### src/rtl/core/trd_pkg.sv
// ----------------------------------------------------------------------------
// trd_pkg
// Types and constants shared by the TGA run-length pixel decoder.
// ----------------------------------------------------------------------------
package trd_pkg;

  localparam int unsigned CountW     = 25;
  localparam int unsigned ByteW      = 8;
  localparam int unsigned BppW       = 3;
  localparam int unsigned CfgIdxW    = 2;
  localparam logic [ByteW-1:0] RunFlag    = 8'd128;
  localparam logic [BppW-1:0]  ColorBytes = 3'd3;

  typedef enum logic [CfgIdxW-1:0] {
    REG_RLE_MODE    = 2'd0,
    REG_PIXEL_BYTES = 2'd1,
    REG_PIXEL_COUNT = 2'd2
  } reg_idx_e;

  typedef struct packed {
    logic              rle_mode;
    logic [BppW-1:0]   pixel_bytes;
    logic [CountW-1:0] pixel_count;
  } cfg_t;

  typedef struct packed {
    logic [ByteW-1:0] red;
    logic [ByteW-1:0] green;
    logic [ByteW-1:0] blue;
    logic [ByteW-1:0] repeat_count;
    logic             image_done;
  } pixel_t;

endpackage

### src/rtl/core/trd_in_stage.sv
// ----------------------------------------------------------------------------
// trd_in_stage
// Input register holding one data byte ahead of the decode step.
// ----------------------------------------------------------------------------
module trd_in_stage import trd_pkg::*; (
  input  logic             clk_i,
  input  logic             rst_ni,
  input  logic             in_valid_i,
  output logic             in_ready_o,
  input  logic [ByteW-1:0] data_byte_i,
  input  logic             advance_i,
  output logic             valid_o,
  output logic [ByteW-1:0] byte_o
);

  logic             valid_q, valid_d;
  logic [ByteW-1:0] byte_q, byte_d;

  assign in_ready_o = !valid_q || advance_i;

  always_comb begin
    valid_d = valid_q;
    byte_d  = byte_q;
    if (in_ready_o) begin
      valid_d = in_valid_i;
      byte_d  = data_byte_i;
    end
  end

  always_ff @(posedge clk_i or negedge rst_ni) begin
    if (!rst_ni) begin
      valid_q <= 1'b0;
    end else begin
      valid_q <= valid_d;
    end
  end

  always_ff @(posedge clk_i) begin
    byte_q <= byte_d;
  end

  assign valid_o = valid_q;
  assign byte_o  = byte_q;

endmodule

### src/rtl/core/trd_decode.sv
// ----------------------------------------------------------------------------
// trd_decode
// Packet and byte-phase tracking; builds one pixel word per finished pixel.
// ----------------------------------------------------------------------------
module trd_decode import trd_pkg::*; (
  input  logic             clk_i,
  input  logic             rst_ni,
  input  logic             step_i,
  input  logic [ByteW-1:0] byte_i,
  input  cfg_t             cfg_i,
  output logic             res_valid_o,
  output pixel_t           res_o
);

  typedef enum logic [1:0] {
    PH_BLUE  = 2'd0,
    PH_GREEN = 2'd1,
    PH_RED   = 2'd2,
    PH_ALPHA = 2'd3
  } phase_e;

  logic [CountW-1:0] pixels_done_q, pixels_done_d;
  logic [ByteW-1:0]  left_q, left_d;
  logic              is_run_q, is_run_d;
  phase_e            phase_q, phase_d;
  logic [ByteW-1:0]  blue_q, blue_d, green_q, green_d, red_q, red_d;

  logic              has_alpha, header, complete, run_pix, done;
  logic [CountW-1:0] total, remaining, done_sum;
  logic [ByteW-1:0]  want, rep;

  assign has_alpha = cfg_i.pixel_bytes > ColorBytes;
  assign header    = cfg_i.rle_mode && (left_q == '0);
  assign complete  = (phase_q == PH_ALPHA) || ((phase_q == PH_RED) && !has_alpha);
  assign run_pix   = cfg_i.rle_mode && is_run_q;
  assign want      = run_pix ? left_q : ByteW'(1);
  assign total     = (cfg_i.pixel_count == '0) ? CountW'(1) : cfg_i.pixel_count;
  assign remaining = (pixels_done_q < total) ? (total - pixels_done_q) : CountW'(1);
  assign done      = CountW'(want) >= remaining;
  assign rep       = done ? remaining[ByteW-1:0] : want;
  assign done_sum  = pixels_done_q + CountW'(want);

  always_comb begin
    pixels_done_d = pixels_done_q;
    left_d        = left_q;
    is_run_d      = is_run_q;
    phase_d       = phase_q;
    blue_d        = blue_q;
    green_d       = green_q;
    red_d         = red_q;
    res_valid_o   = 1'b0;
    if (step_i) begin
      if (header) begin
        is_run_d = byte_i >= RunFlag;
        left_d   = (byte_i & (RunFlag - ByteW'(1))) + ByteW'(1);
        phase_d  = PH_BLUE;
      end else begin
        case (phase_q)
          PH_BLUE:  blue_d  = byte_i;
          PH_GREEN: green_d = byte_i;
          PH_RED:   red_d   = byte_i;
          default: ;
        endcase
        if (!complete) begin
          phase_d = phase_e'(phase_q + 2'd1);
        end else begin
          res_valid_o = 1'b1;
          phase_d     = PH_BLUE;
          if (run_pix) begin
            left_d = '0;
          end else if (cfg_i.rle_mode) begin
            left_d = left_q - ByteW'(1);
          end
          pixels_done_d = done_sum;
          if (done) begin
            pixels_done_d = '0;
            left_d        = '0;
            is_run_d      = 1'b0;
          end
        end
      end
    end
  end

  always_comb begin
    res_o.red          = red_d;
    res_o.green        = green_d;
    res_o.blue         = blue_d;
    res_o.repeat_count = rep;
    res_o.image_done   = done;
  end

  always_ff @(posedge clk_i or negedge rst_ni) begin
    if (!rst_ni) begin
      pixels_done_q <= '0;
      left_q        <= '0;
      is_run_q      <= 1'b0;
      phase_q       <= PH_BLUE;
      blue_q        <= '0;
      green_q       <= '0;
      red_q         <= '0;
    end else begin
      pixels_done_q <= pixels_done_d;
      left_q        <= left_d;
      is_run_q      <= is_run_d;
      phase_q       <= phase_d;
      blue_q        <= blue_d;
      green_q       <= green_d;
      red_q         <= red_d;
    end
  end

endmodule

### src/rtl/core/trd_out_stage.sv
// ----------------------------------------------------------------------------
// trd_out_stage
// Result register holding one pixel word until the consumer takes it.
// ----------------------------------------------------------------------------
module trd_out_stage import trd_pkg::*; (
  input  logic   clk_i,
  input  logic   rst_ni,
  input  logic   load_i,
  input  logic   res_valid_i,
  input  pixel_t res_i,
  input  logic   out_ready_i,
  output logic   out_valid_o,
  output pixel_t res_o
);

  logic   valid_q, valid_d;
  pixel_t res_q, res_d;

  always_comb begin
    valid_d = valid_q;
    res_d   = res_q;
    if (load_i) begin
      valid_d = res_valid_i;
      res_d   = res_i;
    end else if (out_ready_i) begin
      valid_d = 1'b0;
    end
  end

  always_ff @(posedge clk_i or negedge rst_ni) begin
    if (!rst_ni) begin
      valid_q <= 1'b0;
    end else begin
      valid_q <= valid_d;
    end
  end

  always_ff @(posedge clk_i) begin
    res_q <= res_d;
  end

  assign out_valid_o = valid_q;
  assign res_o       = res_q;

endmodule

### src/rtl/core/tga_rle_pixel_decoder_core.sv
// ----------------------------------------------------------------------------
// tga_rle_pixel_decoder_core
// TGA image data decoder: bytes in, RGB pixels with repeat counts out.
// ----------------------------------------------------------------------------
// Takes one image data byte per cycle while the consumer keeps up. A byte
// sits in the input register, is decoded against the packet and phase
// state, and a finished pixel lands in the result register. Throughput is
// one byte per cycle while the consumer keeps up; a stalled result word
// halts the decode step and the input register behind it. Configuration
// writes are registered; the user must make them only while the block is
// idle, which the block itself does not enforce.
module tga_rle_pixel_decoder_core import trd_pkg::*; (
  input  logic               clk_i,
  input  logic               rst_ni,
  input  logic               cfg_valid_i,
  output logic               cfg_ready_o,
  input  logic [CfgIdxW-1:0] cfg_index_i,
  input  logic [CountW-1:0]  cfg_data_i,
  input  logic               in_valid_i,
  output logic               in_ready_o,
  input  logic [ByteW-1:0]   data_byte_i,
  output logic               out_valid_o,
  input  logic               out_ready_i,
  output logic [ByteW-1:0]   red_o,
  output logic [ByteW-1:0]   green_o,
  output logic [ByteW-1:0]   blue_o,
  output logic [ByteW-1:0]   repeat_count_o,
  output logic               image_done_o
);

  cfg_t             cfg_q, cfg_d;
  logic             byte_valid, advance, res_valid;
  logic [ByteW-1:0] byte_w;
  pixel_t           res_w, out_w;

  assign cfg_ready_o = 1'b1;

  always_comb begin
    cfg_d = cfg_q;
    if (cfg_valid_i) begin
      case (reg_idx_e'(cfg_index_i))
        REG_RLE_MODE:    cfg_d.rle_mode    = cfg_data_i[0];
        REG_PIXEL_BYTES: cfg_d.pixel_bytes = cfg_data_i[BppW-1:0];
        REG_PIXEL_COUNT: cfg_d.pixel_count = cfg_data_i;
        default: ;
      endcase
    end
  end

  always_ff @(posedge clk_i or negedge rst_ni) begin
    if (!rst_ni) begin
      cfg_q.rle_mode    <= 1'b0;
      cfg_q.pixel_bytes <= ColorBytes;
      cfg_q.pixel_count <= CountW'(1);
    end else begin
      cfg_q <= cfg_d;
    end
  end

  assign advance = byte_valid && (!out_valid_o || out_ready_i);

  trd_in_stage u_in (
    .clk_i       (clk_i),
    .rst_ni      (rst_ni),
    .in_valid_i  (in_valid_i),
    .in_ready_o  (in_ready_o),
    .data_byte_i (data_byte_i),
    .advance_i   (advance),
    .valid_o     (byte_valid),
    .byte_o      (byte_w)
  );

  trd_decode u_dec (
    .clk_i       (clk_i),
    .rst_ni      (rst_ni),
    .step_i      (advance),
    .byte_i      (byte_w),
    .cfg_i       (cfg_q),
    .res_valid_o (res_valid),
    .res_o       (res_w)
  );

  trd_out_stage u_out (
    .clk_i       (clk_i),
    .rst_ni      (rst_ni),
    .load_i      (advance),
    .res_valid_i (res_valid),
    .res_i       (res_w),
    .out_ready_i (out_ready_i),
    .out_valid_o (out_valid_o),
    .res_o       (out_w)
  );

  assign red_o          = out_w.red;
  assign green_o        = out_w.green;
  assign blue_o         = out_w.blue;
  assign repeat_count_o = out_w.repeat_count;
  assign image_done_o   = out_w.image_done;

endmodule

### config.mk
export PLATFORM = sky130hd
export DESIGN_NAME = tga_rle_pixel_decoder_core
export DESIGN_NICKNAME = d
export VERILOG_FILES = /design/src/rtl/core/trd_pkg.sv /design/src/rtl/core/trd_in_stage.sv /design/src/rtl/core/trd_decode.sv /design/src/rtl/core/trd_out_stage.sv /design/src/rtl/core/tga_rle_pixel_decoder_core.sv
export SDC_FILE = /design/constraint.sdc
export NUM_CORES = 1
export LEC_CHECK = 0
export BUFFER_PORTS_ARGS = -buffer_cell sky130_fd_sc_hd__buf_2
export CORE_UTILIZATION = 30
export DETAILED_ROUTE_END_ITERATION = 7
export PLACE_DENSITY = 0.48
export SLEW_MARGIN = 20
export SYNTH_ARGS = -nofsm -noshare
export SYNTH_HDL_FRONTEND = slang
export SYNTH_SLANG_ARGS = --single-unit
### constraint.sdc
create_clock -name clk_i -period 7.74 [get_ports clk_i]
set_input_delay 0 -clock clk_i [delete_from_list [all_inputs] [get_ports clk_i]]
set_output_delay 0 -clock clk_i [all_outputs]
set_load 0.01 [all_outputs]
==> results.json, run 1 <==
{
  "antenna_found_initial": 0,
  "drtIter0Drc": 340,
  "boundaryPins": 76,
  "syn-cell-area_sq_um": 7630,
  "crit_arrival_ns": 6.78,
  "cts_tree": "built",
  "p_per_area_nw_per_um2": 362,
  "rr_worst_depth": 24,
  "synth_top_area_cell": "dfrtp_1",
  "drtAntennaViolNets": 0,
  "cellLeakagePower_nw": 3.90,
  "rows": 58,
  "grt_setup_unrepaired": "false",
  "yosysMostFrequentCell": "dfrtp_1",
  "core-area_sq_um": 25000,
  "hold_slack_ns": 0.107,
  "endpoint_kind": "flip-flop",
  "dp.cells": 1125,
  "synth_edf_count": 41,
  "start_util": 0.305,
  "die_x_um": 161,
  "crit_fanout": 14,
  "pwr-share-seq": 0.328,
  "hpwl_um": 14800,
  "synth_cell_types": 69,
  "postSynthAreaPerCell_sq_um": 10.0,
  "drive_gt1_frac": 0.197,
  "port-buffer-count": 74,
  "grt_pass1_wl_um": 31900,
  "clkPwrFrac": 0.244,
  "clock.fmax_ghz": 0.156,
  "htree_levels": 4,
  "sw_frac_of_total": 0.409,
  "finalCriticalPeriod_ns": 6.42,
  "yosysTopAreaCellShare": 0.289,
  "viasPerCell": 5.01,
  "cts_sinks": 130,
  "clkSlewWorstSetupHoldPaths_ns": 0.07,
  "p_switching_mw": 1.37,
  "async_flop_share": 0.685,
  "numCtsBuffers": 17,
  "finalSetupTns_ns": 0,
  "irDropWorstVdd_mv": 0.170,
  "fin_cells": 1196,
  "maxCapViolCount": 0,
  "synth_seq_cells": 130,
  "fin_skew_ns": 0.0123,
  "yosysWarnings": 0,
  "clockRootBuffer": "clkbuf_16",
  "slew_viol_final": 0,
  "worst_pin_slew_ns": 0.829,
  "drt_pass1_iterations": 5,
  "dieArea_sq_um": 26100,
  "p_comb_frac": 0.427,
  "track_usage": 0.159,
  "wl_per_cell_um": 16.6,
  "grt_pass1_vias": 5901,
  "finalPower_mw": 3.35,
  "internal-power_mw": 1.98,
  "syn_nets": 854,
  "grt_overflow": 0,
  "clock_path_buffers": 2,
  "setup_viol": 0,
  "fp.dieH_um": 161,
  "ys_seq_area_frac": 0.453,
  "dp_worst_setup_slack_ns": 1.34,
  "synth-main-ff-cell": "dfrtp_1",
  "vias": 5986,
  "hold_path.class": "in2async",
  "wl_um": 19900,
  "synthCells": 762,
  "fin_ws_ns": 1.32,
  "areaGrowthSynthToFinish_pct": 21.5,
  "gp_congestion": 0.847,
  "crit_required_ns": 8.09,
  "cts_setup_buffers": 0,
  "min_period_over_period": 0.830,
  "remaining_drc_errors": 0,
  "nets": 945,
  "ys_top_cells_by_count": "dfrtp_1, nand2_1, nor2_1, ha_1, a21oi_1",
  "antenna_cells": 0,
  "start_kind": "flip-flop",
  "outcome": "finished, final reports clean",
  "slew_headroom": 0.446,
  "crit_type": "reg2reg",
  "grt_max_degree": 49,
  "synthTopCellsByArea": "dfrtp_1, edfxtp_1, ha_1",
  "hold_viol": 0,
  "worstSkewPairLatency_ns": 0.44
}
power groups by stage:
stage                     clock [mW]  sequential [mW]  combinational (mW)
after floorplan                    0             1.11                1.02
after global placement             0             1.12                1.42
after detailed placement           0             1.11                1.41
after CTS                      0.842             1.10                1.43
after global routing           0.876             1.13                1.60
final                          0.819             1.10                1.43
routing by layer:
layer,part of all wire,global-route usage,routed length [um],vias up
met1,0.50,0.223,9880,2915
met3,0.031,0.0275,617,18
met4,0.013,0.0557,266,0
met5,0,0,0,-
li1,-,-,-,2920
met2,0.46,0.244,9130,133
critical path: stages, from the launching register on:
cell       delay [ns]
dfrtp_1          0.41
or4_1            0.54
nor4_1           0.32
a41oi_1          0.23
ha_1             0.25
nor2b_1          0.23
o211ai_4         0.13
a2111o_1         0.48
a311oi_1         0.38
o2111ai_1        0.17
a21oi_2          0.36
nand2_1          0.13
ha_1             0.28
nand2b_1         0.14
a21o_1           0.17
a21oi_1          0.15
o211a_1          0.17
a21oi_1          0.07
a21boi_0         0.13
nand4_1          0.12
o21a_1           0.60
inv_2            0.27
o21ai_1          0.38
a221oi_1         0.09
a21oi_1          0.14
area by class of cell:
type | instances | area, sq um
Fill cell | 2489 | 15800
Multi-Input combinational cell | 543 | 3810
Sequential cell | 130 | 3460
Timing Repair Buffer | 118 | 801
Clock buffer | 17 | 425
Tap cell | 330 | 413
Clock inverter | 15 | 199
Inverter | 43 | 161
cell usage in the layout, fill, tap and decap left out, types with 4 or more instances in the layout:
cell type and instances:
nor3_1 9, o211ai_1 6, dfrtp_1 88, xnor2_1 26, o31ai_1 6, and2_1 4, ha_1 50, and3_1 14
or4_1 4, o22ai_1 6, nor4_1 8, o21ai_1 5, nor2_1 51, nand3b_1 6, nor2b_1 4, nand2_1 71
clkinv_8 7, o21bai_1 6, o211a_1 4, nand3_1 25, inv_6 4, a21o_1 9, mux2_2 45, or3_1 8
nand2b_1 4, clkbuf_16 17, o21a_1 9, dlygate4sd3_1 39, buf_4 6, buf_2 73, xor2_1 11, nand4_1 14
o21ai_0 41, a21oi_1 48, inv_1 42, edfxtp_1 41
flip-flops by register name, summed over array words and instances (netlist names):
| signal | flops |
|---|---|
| u_dec.is_run_q | 1 |
| u_in.byte_o | 8 |
| u_dec.pixels_done_q | 25 |
| u_dec.phase_q | 2 |
| u_dec.green_q | 8 |
| u_in.valid_o | 1 |
| cfg_q | 27 |
| u_dec.red_q | 8 |
| u_dec.left_q | 8 |
| u_out.out_valid_o | 1 |
| u_out.res_o | 33 |
| u_dec.blue_q | 8 |
repair_timing:
action,4_1_cts,5_1_grt
hold endpoints to repair,78,0
hold buffers,39,0
resized for setup,0,0
setup endpoints to repair,0,0
kinds of logic (layout without fill, tap and decap cells):
group	Yosys count	after routing	synth area share
fa+ha+maj	52	52	0.0872
buf+inv	89	193	0.0469
mux	46	46	0.0677
xor+xnor	37	37	0.0425
other cells	1	1	0.000491
simple gates	231	231	0.147
compound gates	176	176	0.155
flops	130	130	0.453
per-stage QoR:
| stage | area (sq um) | utilization |
|---|---|---|
| 4_1_cts | 9270 | 0.370 |
| 2_1_floorplan | 7630 | - |
| 3_3_place_gp | 8260 | 0.330 |
| 6_report | 9270 | 0.370 |
| 5_1_grt | 9270 | 0.370 |
| 3_5_place_dp | 8260 | 0.330 |
worst paths after layout:
| check | start | to | slack, ns |
|---|---|---|---|
| worst min-delay path | rst_ni | cfg_q[23] | 0.11 |
| worst max register to register | cfg_q[12] | u_dec.left_q[1] | 1.32 |
| max in group asynchronous | rst_ni | cfg_q[9] | 6.57 |
| worst min register to register | u_dec.blue_q[0] | u_dec.blue_q[0] | 0.50 |
| worst max-delay path | cfg_q[12] | u_dec.left_q[1] | 1.32 |
| min in group clk_i | data_byte_i[0] | u_in.byte_o[0] | 0.27 |
Power figures use the tool's default switching activity.
==> run 2, diff against run 1 <==
--- a/config.mk
+++ b/config.mk
@@ -8,7 +8,7 @@
 export BUFFER_PORTS_ARGS = -buffer_cell sky130_fd_sc_hd__buf_2
 export CORE_UTILIZATION = 30
 export DETAILED_ROUTE_END_ITERATION = 7
-export PLACE_DENSITY = 0.48
+export PLACE_DENSITY = 0.5
 export SLEW_MARGIN = 20
 export SYNTH_ARGS = -nofsm -noshare
 export SYNTH_HDL_FRONTEND = slang
==> constraint.sdc (replaced) <==
create_clock -name clk_i -period 5.78 [get_ports clk_i]
set_input_delay 0 -clock clk_i [delete_from_list [all_inputs] [get_ports clk_i]]
set_output_delay 0 -clock clk_i [all_outputs]
set_load 0.01 [all_outputs]
==> run 2 against run 1 <==
  * Largest power group unchanged
  * Global-route usage barely moved
  * Non-clock buffer count rose by 7
  * Worst hold slack got worse by 0.087 ns
  * Die area did not move
  * Fmax rose by 20%
  * Cell count rose by 0.59%
  * Highest routed layer unchanged
  * First-iteration DRC count fell by 17%
==> results.json, run 2 (synthesized netlist as in run 1, its figures left out) <==
{
  "outcome": "finished, final reports clean",
  "crit_fanout": 8,
  "dp_worst_setup_slack_ns": 0.0118,
  "crit_arrival_ns": 5.68,
  "setup_viol": 0,
  "grt_pass1_wl_um": 32100,
  "finalPower_mw": 4.54,
  "finalCriticalPeriod_ns": 5.37,
  "worstSkewPairLatency_ns": 0.43,
  "cellLeakagePower_nw": 3.94,
  "irDropWorstVdd_mv": 0.284,
  "dieArea_sq_um": 26100,
  "p_per_area_nw_per_um2": 486,
  "hold_slack_ns": 0.0195,
  "areaGrowthSynthToFinish_pct": 22.5,
  "fin_ws_ns": 0.407,
  "stdcell_area_sq_um": 9350,
  "clockRootBuffer": "clkbuf_16",
  "grt_setup_unrepaired": "false",
  "grt_pass1_vias": 5969,
  "drtIter0Drc": 283,
  "htree_levels": 4,
  "core-area_sq_um": 25000,
  "vias": 5984,
  "wl_um": 19900,
  "remaining_drc_errors": 0,
  "final_core_util": 0.374,
  "min_period_over_period": 0.930,
  "maxCapViolCount": 0,
  "use_met3": 0.0270,
  "dp.cells": 1131,
  "fin_skew_ns": 0.0152,
  "antenna_cells": 0,
  "clock_path_buffers": 2,
  "antenna_found_initial": 0,
  "grt_max_degree": 66,
  "cts_setup_buffers": 0,
  "hold_path.class": "in2async",
  "rows": 58,
  "r2r_slack_ns": 0.41,
  "endpoint_kind": "flip-flop",
  "start_kind": "flip-flop",
  "crit_required_ns": 6.09,
  "drt_pass1_iterations": 5,
  "clkSlewWorstSetupHoldPaths_ns": 0.06,
  "numCtsBuffers": 17,
  "place_area_sq_um": 8300,
  "die_x_um": 161,
  "fin_cells": 1203,
  "crit_type": "reg2reg",
  "grt_overflow": 0,
  "cts_sinks": 130,
  "worst_pin_slew_ns": 0.876,
  "clock.fmax_ghz": 0.186,
  "nets": 952,
  "boundaryPins": 76,
  "finalSetupTns_ns": 0,
  "met1_usage": 0.232,
  "port-buffer-count": 74,
  "layout_commonest_cell": "dfrtp_1",
  "viasPerCell": 4.97,
  "wl_per_cell_um": 16.5,
  "largest_reg_flops": 33,
  "met2_usage": 0.235,
  "fp.dieH_um": 161,
  "gp_congestion": 0.855,
  "slew_viol_final": 0,
  "start_util": 0.305,
  "drive_gt1_frac": 0.214,
  "drtAntennaViolNets": 0,
  "slew_headroom": 0.416,
  "hpwl_um": 14500,
  "cts_tree": "built",
  "busiest_layer": "met2",
  "track_usage": 0.159,
  "hold_viol": 0,
  "most-common-layout-cells": "dfrtp_1, buf_2, nand2_1, nor2_1, ha_1"
}
run 2: what timing repair did:
action | 4_1_cts | 5_1_grt
setup endpoints to repair | 17 | 42
resized for setup | 1 | 12
endpoints found under the hold margin | 61 | 0
pin swaps | 0 | 3
hold buffers | 40 | 0
run 2: where the power goes:
group          internal, mW  total, mW  switching (mW)  leakage [nW]
combinational         0.797       1.99            1.19          2.13
clock                 0.614       1.08           0.463         0.293
sequential             1.31       1.48           0.172          1.51
total                  2.72       4.54            1.83          3.94
run 2: routing by layer:
metal | up-vias | wire length [um] | share of wire
met3 | 18 | 584 | 0.029
met1 | 2904 | 10200 | 0.51
met4 | 0 | 268 | 0.013
li1 | 2930 | - | -
met2 | 132 | 8870 | 0.45
met5 | - | 0 | 0
run 2: area by class of cell:
type | count | area [sq um]
Inverter | 43 | 161
Tap cell | 330 | 413
Clock buffer | 17 | 425
Fill cell | 2489 | 15700
Multi-Input combinational cell | 543 | 3870
Timing Repair Buffer | 125 | 860
Clock inverter | 15 | 164
Sequential cell | 130 | 3460
run 2: path summary, 6_finish.rpt:
check,from,end,cells after the start
worst max-delay path,cfg_q[15],u_dec.left_q[3],24
worst min-delay path,rst_ni,cfg_q[23],2
worst max register to register,cfg_q[15],u_dec.left_q[3],24
worst min register to register,u_dec.blue_q[6],u_dec.blue_q[6],1
max in group asynchronous,rst_ni,u_dec.blue_q[0],3
min in group clk_i,cfg_index_i[1],cfg_q[11],4
run 2: worst max-delay path: stages (launching register included):
cell,delay (ns)
dfrtp_1,0.39
or4_1,0.52
nor4_2,0.21
a41oi_2,0.17
ha_1,0.26
nor2b_4,0.16
o211ai_4,0.10
a2111o_1,0.49
a311oi_2,0.30
o2111ai_1,0.16
a21oi_2,0.19
buf_4,0.16
nand2_1,0.08
ha_1,0.27
a21o_1,0.10
a21oi_1,0.06
o211a_1,0.23
a21oi_2,0.16
a21boi_1,0.19
nand4_1,0.13
o21a_2,0.28
buf_4,0.18
a41o_1,0.21
a211oi_2,0.20
nor2_1,0.06
